$ cat src/design/grpt_pkg.sv
// Shared types and constants for the Gaussian row-pair triangulator.
// Holds the triangle item record and the remainder unit status struct.
// No dependencies; used by grpt_rem and gaussian_row_pair_triangulator_core.
package grpt_pkg;

	// width of each vertex index field on the output item
	localparam int OUT_BITS = 32;

	// output triangle queue geometry
	localparam int FIFO_DEPTH    = 4;
	localparam int FIFO_PTR_BITS = 2;
	localparam int FIFO_CNT_BITS = 3;

	// one triangle item as delivered on the output channel
	typedef struct packed {
		logic [OUT_BITS-1:0] vertex_a;
		logic [OUT_BITS-1:0] vertex_b;
		logic [OUT_BITS-1:0] vertex_c;
		logic                pair_done;
		logic                step_last;
		logic                tie_error;
	} tri_t;

	// status of the iterative remainder unit
	typedef struct packed {
		logic busy;
		logic done;
	} rem_stat_t;

endpackage

$ cat src/design/grpt_rem.sv
// Iterative remainder unit: reduces two row positions modulo their row counts.
// Restoring scheme, one dividend bit per cycle, both lanes share one counter.
// Depends on grpt_pkg (rem_stat_t).
module grpt_rem #(
	parameter int W = 16
) (
	input  logic                 clk,
	input  logic                 arst_n,
	input  logic                 start,
	input  logic                 clear,
	input  logic [W-1:0]         num1,
	input  logic [W-1:0]         den1,
	input  logic [W-1:0]         num2,
	input  logic [W-1:0]         den2,
	output logic [W-1:0]         rem1,
	output logic [W-1:0]         rem2,
	output grpt_pkg::rem_stat_t  stat
);

	localparam int CW = $clog2(W + 1);

	logic [CW-1:0] cnt_q;
	logic          busy_q;
	logic          done_q;
	logic [W-1:0]  d1_q, d2_q;
	logic [W-1:0]  r1_q, r2_q;
	logic [W:0]    t1, t2;
	logic [W-1:0]  nr1, nr2;

	// one restoring step per lane: shift in next dividend bit, subtract if it fits
	always_comb begin
		t1  = {r1_q, d1_q[W-1]};
		t2  = {r2_q, d2_q[W-1]};
		nr1 = (t1 >= {1'b0, den1}) ? W'(t1 - {1'b0, den1}) : W'(t1);
		nr2 = (t2 >= {1'b0, den2}) ? W'(t2 - {1'b0, den2}) : W'(t2);
	end

	// control: start loads, busy counts down W steps, done holds until cleared
	always_ff @(posedge clk or negedge arst_n) begin
		if (!arst_n) begin
			busy_q <= 1'b0;
			done_q <= 1'b0;
			cnt_q  <= '0;
		end else if (start) begin
			busy_q <= 1'b1;
			done_q <= 1'b0;
			cnt_q  <= CW'(W);
		end else if (busy_q) begin
			cnt_q <= cnt_q - 1'b1;
			if (cnt_q == CW'(1)) begin
				busy_q <= 1'b0;
				done_q <= 1'b1;
			end
		end else if (clear) begin
			done_q <= 1'b0;
		end
	end

	// datapath
	always_ff @(posedge clk) begin
		if (start) begin
			d1_q <= num1;
			d2_q <= num2;
			r1_q <= '0;
			r2_q <= '0;
		end else if (busy_q) begin
			d1_q <= {d1_q[W-2:0], 1'b0};
			d2_q <= {d2_q[W-2:0], 1'b0};
			r1_q <= nr1;
			r2_q <= nr2;
		end
	end

	assign rem1      = r1_q;
	assign rem2      = r2_q;
	assign stat.busy = busy_q;
	assign stat.done = done_q;

endmodule

$ cat config.mk
export PLATFORM = sky130hd
export DESIGN_NAME = grpt_rem
export DESIGN_NICKNAME = d
export VERILOG_FILES = /design/src/design/grpt_pkg.sv /design/src/design/grpt_rem.sv
export SDC_FILE = /design/constraint.sdc
export NUM_CORES = 1
export LEC_CHECK = 0
export BUFFER_PORTS_ARGS = -buffer_cell sky130_fd_sc_hd__buf_2
export CORE_MARGIN = 2
export CORE_UTILIZATION = 35
export CTS_CLUSTER_SIZE = 16
export DETAILED_ROUTE_END_ITERATION = 7
export GPL_TIMING_DRIVEN = 0
export HOLD_SLACK_MARGIN = 0.06
export MAX_ROUTING_LAYER = met4
export PLACE_DENSITY = 0.63
export SLEW_MARGIN = 10
export SYNTH_ARGS = -nofsm -noshare
export SYNTH_HDL_FRONTEND = slang
export SYNTH_SLANG_ARGS = --single-unit
$ cat constraint.sdc
create_clock -name clk -period 3.6 [get_ports clk]
set_clock_uncertainty 0.15 [all_clocks]
set_input_delay 0.18 -clock clk [delete_from_list [all_inputs] [get_ports clk]]
set_output_delay 0.18 -clock clk [all_outputs]
set_load 0.02 [all_outputs]
[Yosys cells after proc, flatten, opt, wreduce, memory -nomap -nowiden]
Index checks and enable logic that the tools add are counted.
Operators by class
  bitwise logic cells: 0
  reductions and logical operators: 3
  shift operators: 0
  $lt $le $gt $ge: 2
  multipliers: 0
  add/subtract/negate cells: 3
  eq/ne operators: 2
  divide/modulo/power cells: 0
  multiplexer cells: 15
Operators with widths (count)
  two-way mux 16 bit: 6
  >= comparator 17 x 16 -> 1 bit: 2
  subtractor 16 bit: 2
  two-way mux 5 bit: 2
  two-way mux 1 bit: 7
  equality test 5 x 1 -> 1 bit, second input constant: 1
  subtractor 5 x 1 -> 5 bit, second input constant: 1
  != test 3 x 2 -> 1 bit, second input constant: 1
  nonzero test 3 bit: 1
  AND reduction 2 bit: 1
  nonzero test 2 bit: 1
Storage, ports and cells
  latch bits: 0
  input port bits: 68
  memory bits (writable): 0
  memories: 0
  output and inout port bits: 34
  word-level logic and storage cells: 32
  register bits after elaboration: 71
  memory bits (read-only): 0

[Depth between registers and ports, before layout]
Gate-level depths: netlist (run 1).
  depth after elaboration: 4
  mapped depth: 11
  gate-level depth less buffers: 11

[Worst setup path after synthesis (run 1)]
No wires, ideal clock.
  path type: register to register
  start: reg r1_q[8], in the netlist rem1[8]
  end: reg r1_q[0], in the netlist rem1[0]
  data required time: 3.364 ns
  data arrival time: 2.350 ns
  path slack: 1.015 ns
  cell stages (with the launch flop): 10
  clock period less this slack: 2.585 ns
  path buffers: 1
  cells stage by stage: dfxtp_1 -> ha_1 -> buf_4 -> nand3_1 -> or4_4 -> a21oi_2 -> nor2_1 -> o21ai_4 -> mux2_2 -> a211oi_1
On the way
  word-level cells in the longest chain between the ends: 2
RTL lines
  start, declared: line grpt_rem.sv:26  | logic [W-1:0] r1_q, r2_q;
  start signal, assigned: line grpt_rem.sv:69  | r1_q <= nr1;
  >= comparator 17 x 16 -> 1 bit: line grpt_rem.sv:34  | nr1 = (t1 >= {1'b0, den1}) ? W'(t1 - {1'b0, den1}) : W'(t1);
  two-way mux 16 bit: line grpt_rem.sv:34
No other way between the ends.
A chain may end at the register's enable or synchronous reset.

[Worst setup path in the final report (run 1)]
  start: reg busy_q
  end: reg d1_q[3], enable pin
On the way
  word-level cells in the longest chain between the ends: 1
RTL lines
  start, declared: line grpt_rem.sv:23  | logic busy_q;
  start signal, assigned: line grpt_rem.sv:41  | busy_q <= 1'b0;
  start signal, assigned: line grpt_rem.sv:45  | busy_q <= 1'b1;
  start signal, assigned: line grpt_rem.sv:51  | busy_q <= 1'b0;
  nonzero test 2 bit (no source line)
  end signal, assigned: line grpt_rem.sv:62  | d1_q <= num1;
  end signal, assigned: line grpt_rem.sv:67  | d1_q <= {d1_q[W-2:0], 1'b0};
  end, declared: line grpt_rem.sv:25  | logic [W-1:0] d1_q, d2_q;
No other way between the ends.

==> results.cfg, run 1 <==
[detailed_routing]
wl_mm = 12.6
vias_per_cell = 5.13
ant_nets = 0
drc_errors = 0
drt-pass1-iter-count = 5
wl_per_cell_um = 15.2
num_vias = 4261
drt_iter0_drc = 162

[placed_design]
postPlaceCellArea_sq_um = 5510
io_buffers = 100
gp_congestion = 0.847
dp_hpwl_mm = 9.27

[floorplan]
die_area_sq_um = 14600
start_util_pct = 36.0
core_area_sq_um = 13300
num_rows = 42
io-pin-count = 102
die_y_um = 121
fp.dieW_um = 121

[cts]
cts_tree = yes
ctsHtreeMaxLevel = 3
cts.sinks = 71
hold_buffers = 34
post_cts.repair.setup_buffers = 0
cts.repair.resized = 0
clkLatencyLatePin_ps = 330
cts-root-buf = clkbuf_16
clk_pin_slew_ps = 60
cts_buffer_depth = 2
numCtsBuffers = 9

[final_layout]
finalNetCount = 752
fill_cells = 1266
fin_area_sq_um = 6170
multi_input_area_sq_um = 2710
final_core_util_pct = 46.4
synthToLayoutAreaGrowth_pct = 29.0
drive_above_1_share_pct = 25.7
regArea_sq_um = 1780

[sta]
max_freq_mhz = 329
slew_headroom_pct = 26.4
finalHoldViolations = 0
period_share_pct = 84.5
tightestPinTransition_ps = 1100
finalWorstPathRequiredPeriod_ps = 3040
timing.setup.tns_ps = 0
rsz0062_at_grt = no
setup_violations = 0
maxSlewViolCount = 0

[power_and_ir_drop]
irDropWorstVdd_mv = 0.311
power.density_nw_per_um2 = 749
leakage_nw = 2.89

[critical_path]
critical_path_required_ps = 3190
crit_path_end_kind = flop
crit_type = reg -> reg
path_max_fanout = 32
worst-path-buf-inv = 3
cpMaxStageDelayCell = clkinv_1
ff2ff_setup_slack_ps = 560
critPathTopFamily = buffers and inverters
start_kind = flop
critPathMaxStageDelay_ps = 870
cp.arrival_ps = 2630
path_cells = clkbuf_1 -> nor2_1 -> buf_4 -> clkinv_1

[synthesis]
synth.top_cell.area_share_pct = 20.1
yosysUniqueCellTypes = 65
ys_seq_area_share_pct = 37.1
yosys_warnings = 0
synth-edff-count = 32
syn_area_sq_um = 4780
synth.area.top_cells = edfxtp_1, dfxtp_1, ha_1
synth_commonest_cells = inv_1, nor2_1, nand2_1
synthArstFlopShare_pct = 9.86
syn_nets = 607
synth_most_common_cell = inv_1
syn_avg_cell_area_sq_um = 9.51
synth_top_area_cell = edfxtp_1
ys.flop_type = edfxtp_1
syn_inst = 503
ys_ff_latch = 71

[grt]
antenna_found_initial = 1
grt_usage_pct = 18.2
grt_pass1_vias = 4235
grt-ovfl-total = 0
grt_pass1_wl_mm = 20.6
grt_max_degree = 33

[job]
maxCapViolations = 0

[hold_path]
min_path_type = in -> async

[run_status]
outcome = complete, no violations
## logic make-up (layout without fill, tap and decap cells)
group                    count (synthesis)  in the layout  share of synthesized area [%]
flip-flops                              71             71                           37.1
multiplexers                            52             52                           11.7
AO/OA/AOI/OAI                          118            118                           17.1
XOR/XNOR                                25             25                           4.58
other                                    0              1                              0
AND/OR/NAND/NOR                        134            134                           13.5
buffers and inverters                   67            217                           6.22
adder cells (fa/ha/maj)                 36             36                           9.73
## cell usage in the layout (no fill, tap or decap), types with 4 or more instances in the layout
cell / Yosys / routed
buf_2: 1 / 101
inv_1: 45 / 44
nor2_1: 43 / 43
nand2_1: 38 / 38
ha_1: 34 / 34
dlygate4sd3_1: 0 / 34
edfxtp_1: 32 / 32
dfxtp_1: 32 / 32
mux2_2: 31 / 31
a21oi_1: 25 / 25
o21ai_0: 21 / 21
mux2i_1: 21 / 21
a211oi_1: 17 / 17
clkbuf_1: 12 / 13
nand3_1: 13 / 13
xnor2_1: 13 / 13
xor2_1: 12 / 12
a21o_1: 9 / 9
clkbuf_16: 0 / 9
buf_4: 7 / 7
dfrtp_1: 7 / 7
nand2b_1: 6 / 6
and3_1: 5 / 5
a31oi_1: 5 / 5
nor3_1: 5 / 5
nor2b_1: 4 / 4
o21ai_1: 4 / 4
## stage by stage
step	power, W	hold WS (ps)	setup slack [ps]	instances
floorplan	0.00302	-266	1010	503
global placement	0.00356	-129	669	779
detailed placement	0.00363	-123	617	779
CTS	0.00463	78.3	595	829
global route	0.00495	99.9	274	830
finish	0.00462	83.2	557	830
## cell type report
cell class,instances,area share (%)
Antenna cell,1,0.0405
Buffer,22,2.09
Clock buffer,11,3.93
Clock inverter,5,1.32
Inverter,45,2.74
Multi-Input combinational cell,365,43.9
Sequential cell,71,28.8
Tap cell,176,3.57
Timing Repair Buffer,134,13.6
## layer usage
metal | up-vias | global-route usage, % | part of all wire (%)
li1 | 2104 | - | -
met1 | 2027 | 22.1 | 44
met2 | 108 | 30.6 | 50
met3 | 22 | 3.57 | 4.5
met4 | 0 | 5.31 | 1.8
met5 | - | - | 0
## worst paths after layout
kind,start,end,cells after the start
max,busy_q,d1_q[3],4
min,arst_n,done_q,2
max reg2reg,busy_q,d1_q[3],4
min reg2reg,rem1[13],rem1[13],2
max in group asynchronous,arst_n,cnt_q[0],2
min in group clk,den1[0],rem1[0],4
## power breakdown
part           internal [W]  total (W)  switching (W)
clock network      0.000627   0.000958       0.000331
logic               0.00103    0.00234        0.00131
registers           0.00109    0.00132       0.000233
## flip-flops by register name, summed over array words and instances (netlist names)
register and flops:
d1_q 16, cnt_q 5, done_q 1, busy_q 1, rem2 16, d2_q 16
rem1 16
(Power assumes the default switching activity.)
==> run 2: changes to the inputs <==
--- a/config.mk
+++ b/config.mk
@@ -13,7 +13,7 @@
 export GPL_TIMING_DRIVEN = 0
 export HOLD_SLACK_MARGIN = 0.06
 export MAX_ROUTING_LAYER = met4
-export PLACE_DENSITY = 0.63
+export PLACE_DENSITY = 0.65
 export SLEW_MARGIN = 10
 export SYNTH_ARGS = -nofsm -noshare
 export SYNTH_HDL_FRONTEND = slang
==> constraint.sdc (replaced) <==
create_clock -name clk -period 2.6 [get_ports clk]
set_clock_uncertainty 0.15 [all_clocks]
set_input_delay 0.13 -clock clk [delete_from_list [all_inputs] [get_ports clk]]
set_output_delay 0.13 -clock clk [all_outputs]
set_load 0.02 [all_outputs]
==> results.cfg, run 2 (synthesis gave the netlist of run 1 again) <==
[detailed_routing]
wl_per_cell_um = 16.1
drt_iter0_drc = 239
wl_mm = 13.8
num_vias = 4389
vias_per_cell = 5.15
ant_nets = 0
drt-pass1-iter-count = 5
drc_errors = 0

[critical_path]
critical_path_required_ps = 2690
start_kind = flop
path_cells = ha_4 -> nand3_2 -> or4_4 -> and3_4 -> o31a_1 -> buf_6 -> mux2i_4 -> a211oi_2
crit_type = reg -> reg
cp.arrival_ps = 2710
cpMaxStageDelayCell = or4_4
critPathMaxStageDelay_ps = 550
ff2ff_setup_slack_ps = -20
crit_path_end_kind = flop
path_max_fanout = 5

[power_and_ir_drop]
irDropWorstVdd_mv = 0.399
leakage_nw = 3.01
power.density_nw_per_um2 = 1060
fin_total_pwr_w = 0.00723

[run_status]
violations = setup timing
outcome = complete, but fails checks

[floorplan]
die_area_sq_um = 14600
fp.dieW_um = 121
start_util_pct = 36.0
die_y_um = 121
num_rows = 42
core_area_sq_um = 13300
io-pin-count = 102

[sta]
finalHoldViolations = 0
period_share_pct = 101
finalWorstPathRequiredPeriod_ps = 2620
slew_headroom_pct = 41.2
maxSlewViolCount = 0
rsz0062_at_grt = yes
tightestPinTransition_ps = 879
layout_setup_ws_ps = -16.8
setup_violations = 3
max_freq_mhz = 382

[grt]
grt_pass1_wl_mm = 21.6
grt_pass1_vias = 4440
grt_use_met1_pct = 23.6
grt_max_degree = 33
antenna_found_initial = 0
met3_usage_pct = 3.81
met2_usage_pct = 31.3
top_usage_layer = met2
grt_usage_pct = 19.2
grt-ovfl-total = 0

[final_layout]
fill_cells = 1180
multi_input_area_sq_um = 3180
finalNetCount = 776
drive_above_1_share_pct = 38.0
synthToLayoutAreaGrowth_pct = 42.8
insertedDiodeCount = 0
regArea_sq_um = 1800
final_common_cell = buf_2
instances_no_fill = 853
final_cell_mix = buf_2, inv_1, nor2_1, nand2_1, dlygate4sd3_1

[cts]
cts-root-buf = clkbuf_16
numCtsBuffers = 9
clk_pin_slew_ps = 60
cts_tree = yes
cts_buffer_depth = 2
clkLatencyLatePin_ps = 330
cts.sinks = 71
ctsHtreeMaxLevel = 3

[placed_design]
gp_congestion = 0.907
io_buffers = 100
placed_cells = 779
dp_hpwl_mm = 9.36

[hold_path]
min_path_type = in -> reg

[job]
maxCapViolations = 0
==> run 2: changes by cell type in the layout (fill, tap and decap cells not counted), sizes merged <==
cell / delta
buf: +22
dlygate4sd3: +1
diode: -1
bufinv: -2
clkinv: +3
==> run 2: critical path, delay by kind of cell, from the launching register on <==
kind / cells / cell delay, ps
adder cells (fa/ha/maj): 1 / 300
multiplexers: 1 / 190
flip-flops: 1 / 340
AO/OA/AOI/OAI: 2 / 520
buffers and inverters: 1 / 190
AND/OR/NAND/NOR: 3 / 820
==> run 2: metal layers <==
layer / routed length (um) / vias up
li1: - / 2159
met1: 6030 / 2070
met2: 6590 / 133
met3: 814 / 27
met4: 329 / 0
met5: 0 / -
==> run 2: path summary, 6_finish.rpt <==
path	start	end	cells after the start
worst max register to register	rem2[1]	rem2[1]	8
min in group asynchronous	arst_n	cnt_q[4]	3
worst min register to register	rem1[13]	rem1[13]	2
worst max-delay path	rem2[1]	rem2[1]	8
worst min-delay path	den1[0]	rem1[0]	4
max in group asynchronous	arst_n	cnt_q[3]	3
==> run 2: cell type report <==
| class | instances | share of cell area, % |
|---|---|---|
| plain buffers | 22 | 2.05 |
| clock buffers | 10 | 3.35 |
| clock inverters | 6 | 0.421 |
| inverters | 45 | 2.47 |
| multi-input cells | 365 | 46.5 |
| flip-flops and latches | 71 | 26.4 |
| well taps | 176 | 3.22 |
| repair buffers | 158 | 15.6 |
==> run 2: stage by stage <==
stage | area, sq um | setup slack [ps] | util (%) | hold WS (ps) | TNS [ps]
after detailed placement | 5510 | -411 | 41.4 | -172 | -3110
after floorplan | 4780 | 14.8 | - | -316 | 0
after global placement | 5510 | -385 | 41.4 | -179 | -2340
after global routing | 6830 | -61.4 | 51.4 | 136 | -439
after CTS | 6480 | 2.61 | 48.7 | 172 | 0
final | 6830 | -16.8 | 51.4 | 137 | -33.4
==> run 2: what timing repair did <==
action	4_1_cts	5_1_grt
hold endpoints to repair	40	0
cloned	1	1
pin swaps	9	25
buffers inserted	11	10
endpoints found under the setup margin	23	29
hold buffers	35	0
resized for setup	50	53
==> run 2: power breakdown <==
part	leakage [nW]	internal, W	switching, W	total [W]
registers	0.694	0.00154	0.000370	0.00191
logic	2.19	0.00210	0.00213	0.00423
clock network	0.125	0.000632	0.000460	0.00109
